===== config.mk =====
export PLATFORM = sky130hd
export DESIGN_NAME = ifscpg_avgdiv
export DESIGN_NICKNAME = d
export VERILOG_FILES = /design/src/rtl/ifscpg_pkg.sv /design/src/rtl/ifscpg_avgdiv.sv
export SDC_FILE = /design/constraint.sdc
export NUM_CORES = 1
export LEC_CHECK = 0
export BUFFER_PORTS_ARGS = -buffer_cell sky130_fd_sc_hd__clkbuf_2
export CORE_MARGIN = 2
export CORE_UTILIZATION = 55
export DETAILED_ROUTE_END_ITERATION = 7
export PLACE_DENSITY = 0.74
export SLEW_MARGIN = 5
export SYNTH_ARGS = -nofsm -noshare
export SYNTH_HDL_FRONTEND = slang
export SYNTH_SLANG_ARGS = --single-unit

===== constraint.sdc =====
create_clock -name clk -period 20.5 [get_ports clk]
set_clock_uncertainty 0.1 [all_clocks]
set_input_delay 1.025 -clock clk [delete_from_list [all_inputs] [get_ports clk]]
set_output_delay 1.025 -clock clk [all_outputs]
set_load 0.05 [all_outputs]

===== src/rtl/ifscpg_pkg.sv =====
package ifscpg_pkg;

  localparam int MAX_T       = 8;
  localparam int ITERATIONS  = 10;
  localparam int FRAC_BITS   = 16;
  localparam int IDX_W       = 3;
  localparam int CNT_W       = 4;
  localparam int STEP_W      = 4;
  localparam int ELEM_W      = 5;
  localparam int ELEMENTS    = 20;
  localparam int ROWS_PER_T  = 5;
  localparam int MEM_ROWS    = MAX_T * ROWS_PER_T;
  localparam int ADDR_W      = $clog2(MEM_ROWS);
  localparam int CHOICE_W    = 30;
  localparam int DIV_W       = 40;
  localparam int DIV_CHUNK   = 8;
  localparam int DIV_CYC     = DIV_W / DIV_CHUNK;
  localparam int DIV_CNT_W   = $clog2(DIV_CYC + 1);

  localparam logic signed [31:0] ONE_FIX     = 32'sd1 <<< FRAC_BITS;
  localparam logic signed [31:0] START_COLOR = 32'sd1 <<< (FRAC_BITS - 1);
  localparam logic signed [31:0] START_SIZE  = 32'sd10 <<< FRAC_BITS;

  localparam logic FUNC_LOAD = 1'b0;
  localparam logic FUNC_GEN  = 1'b1;

  localparam logic [2:0] REG_COUNT_ADDR = 3'd0;

  typedef struct packed {
    logic                  func;
    logic [IDX_W-1:0]      entry;
    logic [ELEM_W-1:0]     element;
    logic signed [31:0]    word;
    logic signed [31:0]    origin_x;
    logic signed [31:0]    origin_y;
    logic signed [31:0]    origin_z;
    logic [CHOICE_W-1:0]   choices;
  } in_item_t;

  typedef struct packed {
    logic signed [31:0] point_x;
    logic signed [31:0] point_y;
    logic signed [31:0] point_z;
    logic signed [31:0] color_r;
    logic signed [31:0] color_g;
    logic signed [31:0] color_b;
    logic signed [31:0] dot_size;
  } out_item_t;

  function automatic logic signed [31:0] sat32(input logic signed [65:0] v);
    if (v > 66'sh0_7FFF_FFFF)
      return 32'sh7FFF_FFFF;
    else if (v < -66'sh0_8000_0000)
      return 32'sh8000_0000;
    else
      return v[31:0];
  endfunction

endpackage


===== src/rtl/ifscpg_avgdiv.sv =====
module ifscpg_avgdiv
  import ifscpg_pkg::*;
(
  input  logic                clk,
  input  logic                rst_n,
  input  logic                load,
  input  logic signed [31:0]  cur,
  input  logic signed [31:0]  add,
  input  logic [STEP_W-1:0]   step,
  output logic signed [31:0]  result
);

  localparam int D_W = STEP_W + 2;

  logic [D_W-1:0]          n1, d;
  logic signed [37:0]      scaled;
  logic [DIV_W-1:0]        mval, mag;
  logic                    neg;
  logic [DIV_W-1:0]        acc_r, acc_nxt;
  logic [D_W-1:0]          rem_r, rem_nxt, d_r;
  logic                    neg_r;
  logic [DIV_CNT_W-1:0]    cnt_r;
  logic [D_W:0]            trial;
  logic signed [DIV_W:0]   qs;

  // rounded average: floor((2*num + d) / (2*d)) == floor((num + d/2) / d)
  assign n1     = D_W'(step) + D_W'(1);
  assign d      = D_W'(step) + D_W'(2);
  assign scaled = 38'(cur * $signed({1'b0, n1}));
  assign mval   = {{(DIV_W-38){scaled[37]}}, scaled} + {{(DIV_W-32){add[31]}}, add}
                + DIV_W'(d >> 1);
  assign neg    = mval[DIV_W-1];
  // floor of a negative quotient: -ceil(|m| / d)
  assign mag    = neg ? (DIV_W'(0) - mval + DIV_W'(d) - DIV_W'(1)) : mval;

  always_comb begin
    rem_nxt = rem_r;
    acc_nxt = acc_r;
    trial   = '0;
    for (int i = 0; i < DIV_CHUNK; i++) begin
      trial   = {rem_nxt, acc_nxt[DIV_W-1]};
      acc_nxt = {acc_nxt[DIV_W-2:0], 1'b0};
      if (trial >= {1'b0, d_r}) begin
        trial      = trial - {1'b0, d_r};
        acc_nxt[0] = 1'b1;
      end
      rem_nxt = trial[D_W-1:0];
    end
  end

  always_ff @(posedge clk) begin
    if (!rst_n) begin
      cnt_r <= '0;
    end else if (load) begin
      cnt_r <= DIV_CNT_W'(DIV_CYC);
    end else if (cnt_r != '0) begin
      cnt_r <= cnt_r - DIV_CNT_W'(1);
    end
  end

  always_ff @(posedge clk) begin
    if (load) begin
      acc_r <= mag;
      rem_r <= '0;
      d_r   <= d;
      neg_r <= neg;
    end else if (cnt_r != '0) begin
      acc_r <= acc_nxt;
      rem_r <= rem_nxt;
    end
  end

  assign qs     = neg_r ? -$signed({1'b0, acc_r}) : $signed({1'b0, acc_r});
  assign result = sat32(66'(qs));

endmodule


==> summary.txt <==
Post-synth ARST share: 0%
FF-to-FF End: acc_r[0]
total core area: 0.0250 sq mm
post-route clock period utilization: 79.8%
Pre-antenna DRT Iters: 5
layout cells sized above 1: 9.64%
GRT Overall Usage: 25.4%
vias in the first global route: 11.5k
vias after detailed routing: 11.6k
critical path arrival: 16.29 ns
DR WL/cell: 16.1 um
CTS Buf Count: 5
Worst Hold Path Cells: 2
DR DRC count: 0
Synth warnings: 0
DRT Wirelength: 33100 um
RSZ-0062 raised after global routing: no
outcome: finished, final reports clean
post-route insts no fill: 2052
post-synthesis cell count: 1654
sequential area share after synthesis: 11.2%
Crit Reg-Reg Startpoint: d_r[1]
mapped cell area: 0.0140 sq mm
synth unique cells: 79
maximum clock path buffer count: 2
grt total ovfl: 0
Worst Setup EP: acc_r[0]
worst-path fanout max: 11
CTS Root Cell: clkbuf_16
kind of critical path: flop to flop
CP required: 20.42 ns
TritonCTS clock tree: yes
critical path startpoint: d_r[1]
Placed Cells: 2044
HPWL Detailed: 27400 um
syn_nets: 2033
clock latency on the worst-skew pair: 0.30 ns
Filler cells: 2267
Setup crit start kind: flop
CTS Hold Bufs: 0
Worst path slowest cell: edfxtp_1
Max-slew headroom: 15.0%
clock sink count: 55
CTS resizes: 0
PortBufs: 102
drt first-iter violations: 675
FF+latch count, synth: 55
Setup Fix Bufs, Post-CTS: 0
n_diodes: 0
first-pass GRT wire length: 55400 um
GPL Wtd Cong: 0.951
EDFF count, synth: 46
final total negative setup slack: 0 ns
Final Max Tran Viols: 0
die height: 163 um
R2R setup slack: 4.14 ns
Syn Area/Cell: 8.45 sq um
r2r worst-path depth: 72
FMAX: 0.0611 GHz
Initial Util: 55.8%
worst slew pin tran: 1.27 ns
largest net degree at the start of global routing: 56
P&R area growth vs syn: 6.91%
final hold viol count: 0
final setup vio count: 0
initial antenna violation count: 0
MaxCap Viol Count: 0
Rows: 58
Worst-path clk slew: 0.07 ns
ANT nets after route: 0
num ports: 103
Die X: 163 um
Most used DFF post-synth: edfxtp_1
vias per cell: 5.65
H-tree depth: 2
crit path time final: 16.36 ns
Largest stage delay, worst path: 0.70 ns
nets: 2100
min-delay worst type: flop to flop
die footprint: 0.0267 sq mm
Critical Path Sink Type: flop
min-delay src: cnt_r[1]
## logic make-up after synthesis
| group | share of synthesized area [%] |
|---|---|
| simple gates | 18.5 |
| compound gates | 16.0 |
| fa+ha+maj | 35.5 |
| buf+inv | 8.30 |
| xor+xnor | 8.39 |
| flops | 11.2 |
| mux | 2.11 |
## state kept, by name, indices dropped and copies added, names as in the netlist
| signal | cells |
|---|---|
| neg_r | 1 |
| d_r | 5 |
| acc_r | 40 |
| cnt_r | 3 |
| rem_r | 6 |
## layout make-up
| class | count | area, sq um | share of cell area (%) |
|---|---|---|---|
| clock buffer | 5 | 125 | 0.837 |
| clock inverter | 3 | 42.5 | 0.285 |
| inverter | 257 | 965 | 6.45 |
| multi-input combinational | 1294 | 11300 | 75.5 |
| sequential | 55 | 1560 | 10.4 |
| tap | 330 | 413 | 2.76 |
| timing repair buffer | 108 | 556 | 3.72 |
## Yosys cell counts (all sizes together), types with 3 or more instances
library cell  instances  share of area, %
a211o                 6              0.44
a211oi                5              0.34
a21o                 32               1.7
a21oi               101               3.6
a221o                 3              0.21
a31oi                14              0.78
a41oi                 4              0.25
and2                 94               4.2
and3                 13              0.58
and4                  3              0.19
buf                   7              0.30
clkbuf               41               1.1
dfxtp                 9               1.3
edfxtp               46               9.9
fa                  147                21
ha                  161                14
inv                 257               6.9
mux2                 14               1.2
mux2i                13              0.96
nand2                75               2.0
nand2b               19              0.85
nand3                32               1.2
nand3b                5              0.27
nand4                 7              0.31
nor2                 88               2.4
nor2b                71               3.2
nor3                 17              0.69
nor3b                 3              0.20
nor4                  8              0.45
nor4b                 3              0.19
o2111ai               3              0.19
o211a                 3              0.27
o211ai               11              0.69
o21a                  9              0.48
o21ai               101               3.6
o21bai               11              0.59
o31a                  3              0.19
o31ai                21               1.1
o41ai                 3              0.19
or2                   7              0.33
or3                  20              0.89
or4                  10              0.59
xnor2                63               3.9
xor2                 71               4.4
## metal layers
metal	GRT usage [%]	vias to the layer above	wire length, um
li1	-	5680	-
met1	34.9	5576	15000
met2	43.2	284	15800
met3	2.46	49	1600
met4	6.11	0	685
met5	0	-	0
## metrics by stage
| stage | util (%) | hold slack [ns] | cell area, sq um | setup WS (ns) |
|---|---|---|---|---|
| floorplan | - | 0.376 | 14000 | 6.58 |
| global route | 59.7 | 0.444 | 14900 | 2.51 |
| detailed placement | 59.0 | 0.397 | 14800 | 4.28 |
| global placement | 59.0 | 0.388 | 14800 | 4.92 |
| CTS | 59.7 | 0.407 | 14900 | 4.26 |
| finish | 59.7 | 0.405 | 14900 | 4.14 |
## worst min-delay path by stage
stage | to | slack (ns)
floorplan | cnt_r[1] | 0.38
global placement | cnt_r[1] | 0.39
detailed placement | cnt_r[1] | 0.40
CTS | cnt_r[1] | 0.41
global route | cnt_r[1] | 0.44
finish | cnt_r[1] | 0.41
## placed cells by master, fill, tap and decap left out, types with 6 or more instances in the layout
cell,instances
o211ai_1,10
mux2_2,13
fa_1,147
clkbuf_2,101
nor3_1,16
o21ai_0,93
a31oi_1,12
nand3_1,31
and2_1,93
a21oi_1,100
ha_1,161
or3_1,20
o21a_1,9
a21o_1,32
mux2i_1,12
buf_4,6
and3_1,13
nor2b_1,71
nand4_1,7
edfxtp_1,46
dfxtp_1,9
o31ai_1,21
nand2b_1,18
nand2_1,75
inv_1,256
or4_1,8
xnor2_1,63
o21bai_1,11
nor2_1,86
o21ai_1,7
xor2_1,69
nor4_1,6
## critical path: cells and delay by family (launching register included)
kind	cells	cell delay (ns)
simple gates	20	3.92
compound gates	32	6.74
fa+ha+maj	8	2.46
flops	1	0.70
mux	3	1.07
buf+inv	9	1.07
Power is not shown: default switching activity piles up to over one toggle a cycle in this logic, so the estimate is an artifact.
